File: config.mk
export PLATFORM = sky130hd
export DESIGN_NAME = tlcb_queue
export DESIGN_NICKNAME = d
export VERILOG_FILES = /design/src/sv/tlcb_pkg.sv /design/src/sv/tlcb_queue.sv
export SDC_FILE = /design/constraint.sdc
export NUM_CORES = 1
export LEC_CHECK = 0
export BUFFER_PORTS_ARGS = -buffer_cell sky130_fd_sc_hd__buf_2
export CAP_MARGIN = 20
export CELL_PAD_IN_SITES_DETAIL_PLACEMENT = 1
export CELL_PAD_IN_SITES_GLOBAL_PLACEMENT = 1
export CORE_MARGIN = 2
export CORE_UTILIZATION = 35
export CTS_CLUSTER_DIAMETER = 30
export DETAILED_ROUTE_END_ITERATION = 7
export PLACE_DENSITY = 0.72
export SETUP_SLACK_MARGIN = 0.02
export SYNTH_ARGS = -nofsm -noshare
export SYNTH_HDL_FRONTEND = slang
export SYNTH_SLANG_ARGS = --single-unit
File: constraint.sdc
create_clock -name clk -period 2.2 [get_ports clk]
set_input_delay 0.55 -clock clk [delete_from_list [all_inputs] [get_ports clk]]
set_output_delay 0.55 -clock clk [all_outputs]
set_load 0.01 [all_outputs]
File: src/sv/tlcb_pkg.sv
package tlcb_pkg;

  // Input request: pixel position and the current destination pixel.
  typedef struct packed {
    logic [10:0] pixel_col;
    logic [10:0] pixel_row;
    logic [31:0] dest_pixel;
  } in_t;

  // Result: shaded pixel, coverage flag and blend weight.
  typedef struct packed {
    logic [31:0] out_pixel;
    logic        covered;
    logic [8:0]  blend_weight;
  } out_t;

  // Configuration register indexes.
  typedef enum logic [2:0] {
    REG_START_X      = 3'd0,
    REG_START_Y      = 3'd1,
    REG_END_X        = 3'd2,
    REG_END_Y        = 3'd3,
    REG_STROKE_WIDTH = 3'd4,
    REG_FORE_RGB     = 3'd5,
    REG_IMAGE_COLS   = 3'd6,
    REG_IMAGE_ROWS   = 3'd7
  } cfg_reg_e;

  localparam int          CFG_DATA_W   = 24;
  localparam logic [31:0] ALPHA_OPAQUE = 32'hFF00_0000;
  localparam logic [8:0]  FULL_WEIGHT  = 9'd256;
  localparam logic [6:0]  MIN_STROKE   = 7'd2;
  localparam int          SQRT_IN_W    = 45;
  localparam int          SQRT_STEPS   = 23;
  localparam int          T_BITS       = 16;

endpackage

File: src/sv/tlcb_queue.sv
module tlcb_queue #(
  parameter int DATA_W = 8
) (
  input  logic              clk,
  input  logic              rst,
  input  logic              push,
  input  logic [DATA_W-1:0] wdata,
  output logic              full,
  input  logic              pop,
  output logic              not_empty,
  output logic [DATA_W-1:0] rdata
);
  import tlcb_pkg::*;

  localparam int DEPTH = 4;
  localparam int AW    = $clog2(DEPTH);

  logic [DATA_W-1:0] mem [0:DEPTH-1];
  logic [AW-1:0]     wptr, rptr;
  logic [AW:0]       count;

  assign full      = (count == (AW+1)'(DEPTH));
  assign not_empty = (count != '0);
  assign rdata     = mem[rptr];

  // Pointer and fill count bookkeeping.
  always_ff @(posedge clk) begin
    if (rst) begin
      wptr  <= '0;
      rptr  <= '0;
      count <= '0;
    end else begin
      if (push) begin
        wptr <= wptr + 1'b1;
      end
      if (pop) begin
        rptr <= rptr + 1'b1;
      end
      if (push && !pop) begin
        count <= count + 1'b1;
      end else if (pop && !push) begin
        count <= count - 1'b1;
      end
    end
  end

  // Entry storage.
  always_ff @(posedge clk) begin
    if (push) begin
      mem[wptr] <= wdata;
    end
  end

endmodule

==> results.yml <==
run_status:
  status: "finished, final reports clean"
die:
  initial_core_util_pct: 36.47
  ioPinCount: 22
  coreArea_um2: 4354
  die_w_um: 71.36
  die-area_um2: 5092
  die_h_um: 71.36
  fp-row-count: 24
synthesis:
  synth.cell_area_um2: 1588
  synth_fp_nets: 104
  synth_area_leaders: "edfxtp_1 (61%), dfxtp_1 (11%), mux4_2 (11%)"
  synth_top_family_by_area: "multiplexers"
  seq_area_frac_synth_pct: 71.87
  async_flop_share_pct: 0
  syn_avg_cell_area_um2: 18.46
  synth_area_leader_cell: "edfxtp_1"
  synth.distinct_cells: 19
  synthXorXnorAreaFrac_pct: 2.758
  synth_edf_count: 32
  netlist_top_cells_count: "edfxtp_1 (32), dfxtp_1 (9), mux4_2 (8), nor2_1 (7), ha_1 (5)"
  synth_flop_cell: "edfxtp_1"
  synth_top_area_share_pct: 60.52
  syn_inst: 86
  ys_warn_count: 0
  synth-seq-cells: 41
  synth_compound_area_share_pct: 0.6304
  synth.most_common_cell: "edfxtp_1"
  synth_mux_area_share_pct: 12.61
  synth-simple-area-share_pct: 4.728
  synthAdderAreaFrac_pct: 5.201
global_routing:
  grtUsageTotal_pct: 11.99
  grt_overflow: 0
  grt_max_degree: 13
  grt_pass1_vias: 928
  grt_pass1_wl_um: 4512
  antenna_found_initial: 0
flow_run:
  max_cap_viol_count: 0
routing:
  ant_nets: 0
  wl_um: 2632
  vias: 812
  wl_per_cell_um: 15.95
  drc: 0
  dr.pass1.iters: 3
  via_per_inst: 4.921
  dr.first_iter.drc_count: 51
clock_tree:
  cts_buffers: 5
  cts_resized: 0
  post_cts_buffers: 0
  cts_hold_buf: 0
  clock_latency_ns: 0.28
  path_clk_slew_ns: 0.07
  root_buffer: "clkbuf_8"
  cts_buffer_depth: 2
  h-tree-depth: 2
  cts_tree: "done"
  clock_sinks: 41
place:
  io_buffers: 21
  globalplace.congestion: 0.6546
  dp_hpwl_um: 1857
  post-place-ws_ns: 0.09875
  dp.cells: 157
  dpl_cell_area_um2: 1745
critical_path:
  end_kind: "primary output"
  crit_arrival_ns: 1.48
  endpoint: "rdata[7]"
  start_kind: "flop"
  worstPathRequired_ns: 1.65
  r2r_cells: 4
  rr_startpoint: "count[0]"
  reg2reg_to: "count[2]"
  critical_path_class: "flop to primary output"
  regToRegSetupSlack_ns: 0.66
  path_max_fanout: 8
finish:
  syn_to_final_growth_pct: 15.05
  drive_gt1_share_pct: 31.86
  num_antenna_cells: 0
  final_cell_area_um2: 1827
  final_cell_count_no_fill: 165
  fin_nets: 130
timing:
  fmax_ghz: 0.4924
  worst_slew_pin_slew_ns: 0.4613
  timing.hold.ws_ns: 0.4746
  rsz0062_at_grt: "false"
  setup_viol: 0
  final-hold-violation-count: 0
  setup_ws_ns: 0.1693
  maxSlewViolCount: 0
  clock-skew-final_ns: 0.006042
  final.min_clock_period_ns: 2.031
  fin_crit_sh_pct: 92.30
  max_slew_margin_pct: 69.25
  fin_setup_tns_ns: 0
power_and_ir_drop:
  leakage_nw: 0.6683
  peakVddDrop_v: 0.0003617
  power_density_nw_per_um2: 860.6
min_path:
  worstHoldPathType: "primary input to flop"
  worstHoldStart: "wdata[4]"
how the worst min path moves through the flow:
stage,slack (ns),cells after the start,end
after floorplan,0.46,2,count[2]
after global placement,0.47,2,count[2]
after detailed placement,0.53,2,count[2]
after CTS,0.47,1,mem[2][6]
after global routing,0.48,1,mem[1][4]
final,0.47,1,mem[2][4]
worst max-delay path, stage by stage (launching register included):
cell and delay [ns]:
dfxtp_1 0.31, buf_4 0.20, mux4_2 0.52, buf_2 0.15
sequential cells by signal (all words and copies together) (netlist names), named ones only:
register and count:
count 3, wptr 2, rptr 2, mem 32
per-stage QoR:
| stage | total power (W) | utilization, % |
|---|---|---|
| after floorplan | 0.001055 | - |
| after global placement | 0.001117 | 40.09 |
| final | 0.001572 | 41.95 |
| after detailed placement | 0.001136 | 40.09 |
| after global routing | 0.001647 | 41.95 |
| after CTS | 0.001597 | 41.95 |
layer usage:
layer  global-route usage, %  wire (um)
met1                   13.66       1090
met3                   4.641        150
met4                   4.822         48
met5                       0          0
met2                   20.27       1343
layout by cell type (no fill, tap or decap), types with 2 or more instances in the layout:
cell type  count
inv_1          4
buf_2         21
mux2i_1        2
xnor2_1        2
mux4_2         8
ha_1           5
edfxtp_1      32
xor2_1         3
dfxtp_1        9
and2_1         4
nor2_1         7
clkbuf_8       5
clkbuf_1       2
or3_1          2
power by group:
part	total [W]	internal [W]	switching (W)
Combinational	0.000198	0.0000981	0.000100
Clock	0.000461	0.000222	0.000238
Sequential	0.000913	0.000884	0.0000288
Total	0.00157	0.00120	0.000367
cell type report:
class                           count  area, um2
Fill cell                         435       2527
Clock buffer                        7      76.32
Tap cell                           52      65.06
Inverter                            4      15.01
Clock inverter                      1      5.005
Timing Repair Buffer               22      112.6
Sequential cell                    41       1141
Multi-Input combinational cell     38      411.6
cells by family after synthesis:
group,after synthesis
compound gates,2
xor+xnor,5
fa+ha+maj,6
buf+inv,7
flops,41
mux,10
simple gates,15
Note: power is estimated with default switching activity, not from simulation.
