### src/sv/tlcb_pkg.sv
package tlcb_pkg;

  // Input request: pixel position and the current destination pixel.
  typedef struct packed {
    logic [10:0] pixel_col;
    logic [10:0] pixel_row;
    logic [31:0] dest_pixel;
  } in_t;

  // Result: shaded pixel, coverage flag and blend weight.
  typedef struct packed {
    logic [31:0] out_pixel;
    logic        covered;
    logic [8:0]  blend_weight;
  } out_t;

  // Configuration register indexes.
  typedef enum logic [2:0] {
    REG_START_X      = 3'd0,
    REG_START_Y      = 3'd1,
    REG_END_X        = 3'd2,
    REG_END_Y        = 3'd3,
    REG_STROKE_WIDTH = 3'd4,
    REG_FORE_RGB     = 3'd5,
    REG_IMAGE_COLS   = 3'd6,
    REG_IMAGE_ROWS   = 3'd7
  } cfg_reg_e;

  localparam int          CFG_DATA_W   = 24;
  localparam logic [31:0] ALPHA_OPAQUE = 32'hFF00_0000;
  localparam logic [8:0]  FULL_WEIGHT  = 9'd256;
  localparam logic [6:0]  MIN_STROKE   = 7'd2;
  localparam int          SQRT_IN_W    = 45;
  localparam int          SQRT_STEPS   = 23;
  localparam int          T_BITS       = 16;

endpackage

### src/sv/tlcb_front.sv
module tlcb_front #(
  parameter int COORD_BITS = 12
) (
  input  logic                         clk,
  input  logic                         rst,
  input  logic                         in_valid,
  output logic                         in_ready,
  input  tlcb_pkg::in_t                in_data,
  input  logic signed [COORD_BITS-1:0] start_x,
  input  logic signed [COORD_BITS-1:0] start_y,
  input  logic signed [COORD_BITS-1:0] end_x,
  input  logic signed [COORD_BITS-1:0] end_y,
  input  logic [11:0]                  image_cols,
  input  logic [11:0]                  image_rows,
  input  logic                         q_full,
  output logic                         q_push,
  output logic [33+4*((COORD_BITS > 12 ? COORD_BITS : 12)+2)
                +4*((COORD_BITS > 12 ? COORD_BITS : 12)+2)-1:0] q_data
);
  import tlcb_pkg::*;

  localparam int PW = (COORD_BITS > 12 ? COORD_BITS : 12) + 2;
  localparam int DW = 2 * PW;

  logic        fv;
  in_t         freg;
  logic        off_img;
  logic signed [PW-1:0] colx, rowx, x0, y0, x1, y1;
  logic signed [PW-1:0] apx, apy, abx, aby;
  logic signed [DW-1:0] dot, denom;

  // Input register; it moves on whenever the queue can take what it holds.
  assign in_ready = !fv || !q_full;
  assign q_push   = fv && !q_full;

  always_ff @(posedge clk) begin
    if (rst) begin
      fv <= 1'b0;
    end else if (in_ready) begin
      fv <= in_valid;
    end
  end

  always_ff @(posedge clk) begin
    if (in_ready) begin
      freg <= in_data;
    end
  end

  // Vectors from the segment start to the pixel position and to the segment end,
  // in half-pixel units, and the projection dot product and squared length.
  always_comb begin
    off_img = ({1'b0, freg.pixel_col} >= image_cols) ||
              ({1'b0, freg.pixel_row} >= image_rows);
    colx  = PW'(signed'({1'b0, freg.pixel_col}));
    rowx  = PW'(signed'({1'b0, freg.pixel_row}));
    x0    = PW'(start_x);
    y0    = PW'(start_y);
    x1    = PW'(end_x);
    y1    = PW'(end_y);
    apx   = (colx - x0) <<< 1;
    apy   = (rowx - y0) <<< 1;
    abx   = (x1 - x0) <<< 1;
    aby   = (y1 - y0) <<< 1;
    dot   = DW'(apx) * DW'(abx) + DW'(apy) * DW'(aby);
    denom = DW'(abx) * DW'(abx) + DW'(aby) * DW'(aby);
  end

  assign q_data = {freg.dest_pixel, off_img, apx, apy, abx, aby, dot, denom};

endmodule

### config.mk
export PLATFORM = sky130hd
export DESIGN_NAME = tlcb_front
export DESIGN_NICKNAME = d
export VERILOG_FILES = /design/src/sv/tlcb_pkg.sv /design/src/sv/tlcb_front.sv
export SDC_FILE = /design/constraint.sdc
export NUM_CORES = 2
export LEC_CHECK = 0
export BUFFER_PORTS_ARGS = -buffer_cell sky130_fd_sc_hd__buf_2
export CORE_MARGIN = 5
export CORE_UTILIZATION = 50
export CTS_BUF_LIST = sky130_fd_sc_hd__clkbuf_8
export DETAILED_ROUTE_END_ITERATION = 7
export GPL_ROUTABILITY_DRIVEN = 0
export PLACE_DENSITY = 0.72
export SETUP_SLACK_MARGIN = 0.4
export SLEW_MARGIN = 20
export SYNTH_ARGS = -nofsm -noshare
export SYNTH_HDL_FRONTEND = slang
export SYNTH_SLANG_ARGS = --single-unit
export TNS_END_PERCENT = 20
### constraint.sdc
create_clock -name clk -period 14.9 [get_ports clk]
set_clock_uncertainty 0.15 [all_clocks]
set_input_delay 2.98 -clock clk [delete_from_list [all_inputs] [get_ports clk]]
set_output_delay 2.98 -clock clk [all_outputs]
set_load 0.005 [all_outputs]
==> flow_summary.json <==
{
  "synthTopCellsByArea": "fa_1 41%, ha_1 16%, inv_1 10%",
  "numPortBuffers": 268,
  "post-synth-top-area-cell": "fa_1",
  "setup_slack_ns": 0.316,
  "finalCritPeriodShare_pct": 97.9,
  "hpwl_um": 66800,
  "vias": 24036,
  "cp.buffers_inverters": 7,
  "via_per_inst": 5.25,
  "ios": 277,
  "syn_area_per_cell_um2": 8.88,
  "nNetsFinal": 4941,
  "die_width_um": 255,
  "hold_depth": 2,
  "synth_ff_type": "edfxtp_1",
  "crit_path_max_fanout": 4,
  "whs_ns": 0.396,
  "fmax_mhz": 68.6,
  "initialDrtViolationCount": 1335,
  "totalWireLength_um": 78700,
  "clock_latency_ns": 0.37,
  "drive_gt1_share_pct": 19.3,
  "rows": 89,
  "area_delta_synth_final_pct": 15.5,
  "ys_seq_elements": 55,
  "place_inst": 4517,
  "clkTransAtPathRegs_ns": 0.14,
  "fillers": 5206,
  "yosysMostFrequentCell": "inv_1",
  "start_kind": "input pin",
  "slew_violations": 0,
  "die_h_um": 255,
  "crit_top_cell": "a21o_1",
  "synth-async-reset-ratio_pct": 0,
  "dr.pass1.iters": 7,
  "cts_made_buffers": 5,
  "crit_required_ns": 11.77,
  "syn_area_mm2": 0.0301,
  "worst-slew-pin-transition_ns": 0.789,
  "path_class": "in2out",
  "grt_pass1_wl_um": 127000,
  "cts-root-buf": "clkbuf_8",
  "pre_cts_ws_ns": -0.0785,
  "period_needed_ns": 14.58,
  "multi_input_area_mm2": 0.0255,
  "wl_per_cell_um": 17.2,
  "synth_edf_count": 54,
  "drcViolationCount": 0,
  "synth.top_cells.by_count": "803 x inv_1, 609 x fa_1, 394 x ha_1",
  "reg2regPathDepth": 2,
  "grt_max_degree": 56,
  "cts.sinks": 55,
  "ys_seq_area_share_pct": 5.46,
  "slowest_delay_ns": 0.57,
  "postRouteAntennaNets": 0,
  "synth.distinct_cells": 71,
  "synth_cells": 3386,
  "core_area_mm2": 0.0592,
  "finalNonFillerCells": 4582,
  "hold_viol": 0,
  "dieArea_mm2": 0.0651,
  "cp.arrival_ns": 11.45,
  "clock_path_buffers": 2,
  "critPathSlowestCell": "fa_1",
  "ys_warn_count": 0,
  "setup_violations": 0,
  "grt_setup_unrepaired": "true",
  "register_area_mm2": 0.00164,
  "htreeDepth": 2,
  "critPathTopFamily": "adder cells",
  "globalRoute.totalOverflow": 0,
  "cts_tree": "done",
  "maxSlewHeadroom_pct": 47.4,
  "fin_tns_setup_ns": 0,
  "hold_path.class": "reg2reg",
  "outcome": "complete, no violations",
  "crit_cells": 42,
  "crit_path_end_kind": "primary output",
  "first_global_vias": 25253,
  "start_util_pct": 50.7,
  "maxCapViolCount": 0,
  "grt_usage_pct": 24.2,
  "rrSetupSlack_ns": 13.34,
  "antenna_cells": 0,
  "yosys.area.top_type_share_pct": 40.6,
  "antenna_found_initial": 6
}
[registers in the layout, summed over array words and instances, names as in the netlist]
register / cells
q_data: 32
colx: 11
freg: 11
fv: 1
[what timing repair did]
action / CTS / global route
resized for setup: 69 / 135
buffers inserted: 39 / 18
pin swaps: 82 / 100
setup endpoints to repair: 13 / 19
hold buffers: 0 / 0
cloned: 0 / 0
hold endpoints to repair: 0 / 0
[tightest hold or removal path, stage by stage (launching register included)]
cell,delay (ns)
dfxtp_1,0.38
a21oi_1,0.08
nor2_1,0.06
[routing by layer]
metal  part of all wire (%)  global-route usage (%)
met5                  0.017                       0
met1                     40                    32.3
met2                     48                    40.6
met3                    8.0                    3.83
met4                    3.8                    7.92
[layout by cell type, fill, tap and decap left out, types with 12 or more instances in the layout]
master,netlist,routed
a21o_1,63,63
a21oi_1,109,81
a21oi_2,0,27
a31oi_1,14,12
and2_1,35,33
buf_2,8,263
buf_4,41,238
edfxtp_1,54,54
fa_1,609,596
fa_2,0,13
ha_1,394,378
ha_4,0,12
inv_1,803,790
inv_2,25,35
nand2_1,342,332
nand2b_1,17,17
nand3_1,15,14
nor2_1,311,299
nor2b_1,31,27
nor3_1,17,13
o21a_1,31,31
o21ai_0,47,38
o21ai_1,30,24
o21ai_2,1,15
o21bai_1,13,13
xnor2_1,148,132
xnor2_2,1,17
xor2_1,36,31
[stage by stage]
| step | instance area (um^2) | util [%] |
|---|---|---|
| 2_1_floorplan | 30100 | - |
| 3_3_place_gp | 33400 | 56.3 |
| 3_5_place_dp | 33400 | 56.3 |
| 4_1_cts | 34000 | 57.4 |
| 5_1_grt | 34700 | 58.6 |
| 6_report | 34700 | 58.6 |
[cell type report]
type / count / share of cell area [%]
multi-input cells: 2390 / 73.5
well taps: 773 / 2.78
repair buffers: 519 / 9.67
clock inverters: 3 / 0.0649
inverters: 837 / 9.07
clock buffers: 5 / 0.198
flip-flops and latches: 55 / 4.73
[logic make-up (layout without fill, tap and decap cells)]
| logic type | Yosys count | count (layout) | share of synthesized area (%) |
|---|---|---|---|
| xor gates and xnor gates | 187 | 187 | 5.55 |
| muxes | 1 | 1 | 0.0333 |
| DFF | 55 | 55 | 5.46 |
| buffers and inverters | 950 | 1364 | 12.4 |
| adders and majority gates | 1003 | 1003 | 57.0 |
| other | 1 | 10 | 0.0125 |
| and+or+nand+nor | 802 | 802 | 11.2 |
| AOI/OAI and AO/OA | 387 | 387 | 8.38 |
[worst paths after layout]
path	to	startpoint
min reg2reg	fv	fv
max	q_data[27]	end_x[0]
min	fv	fv
max reg2reg	freg[32]	fv
Power is left out: the tool's default activity adds up to more than one toggle a clock period on the data nets, which glitch-free logic cannot reach.
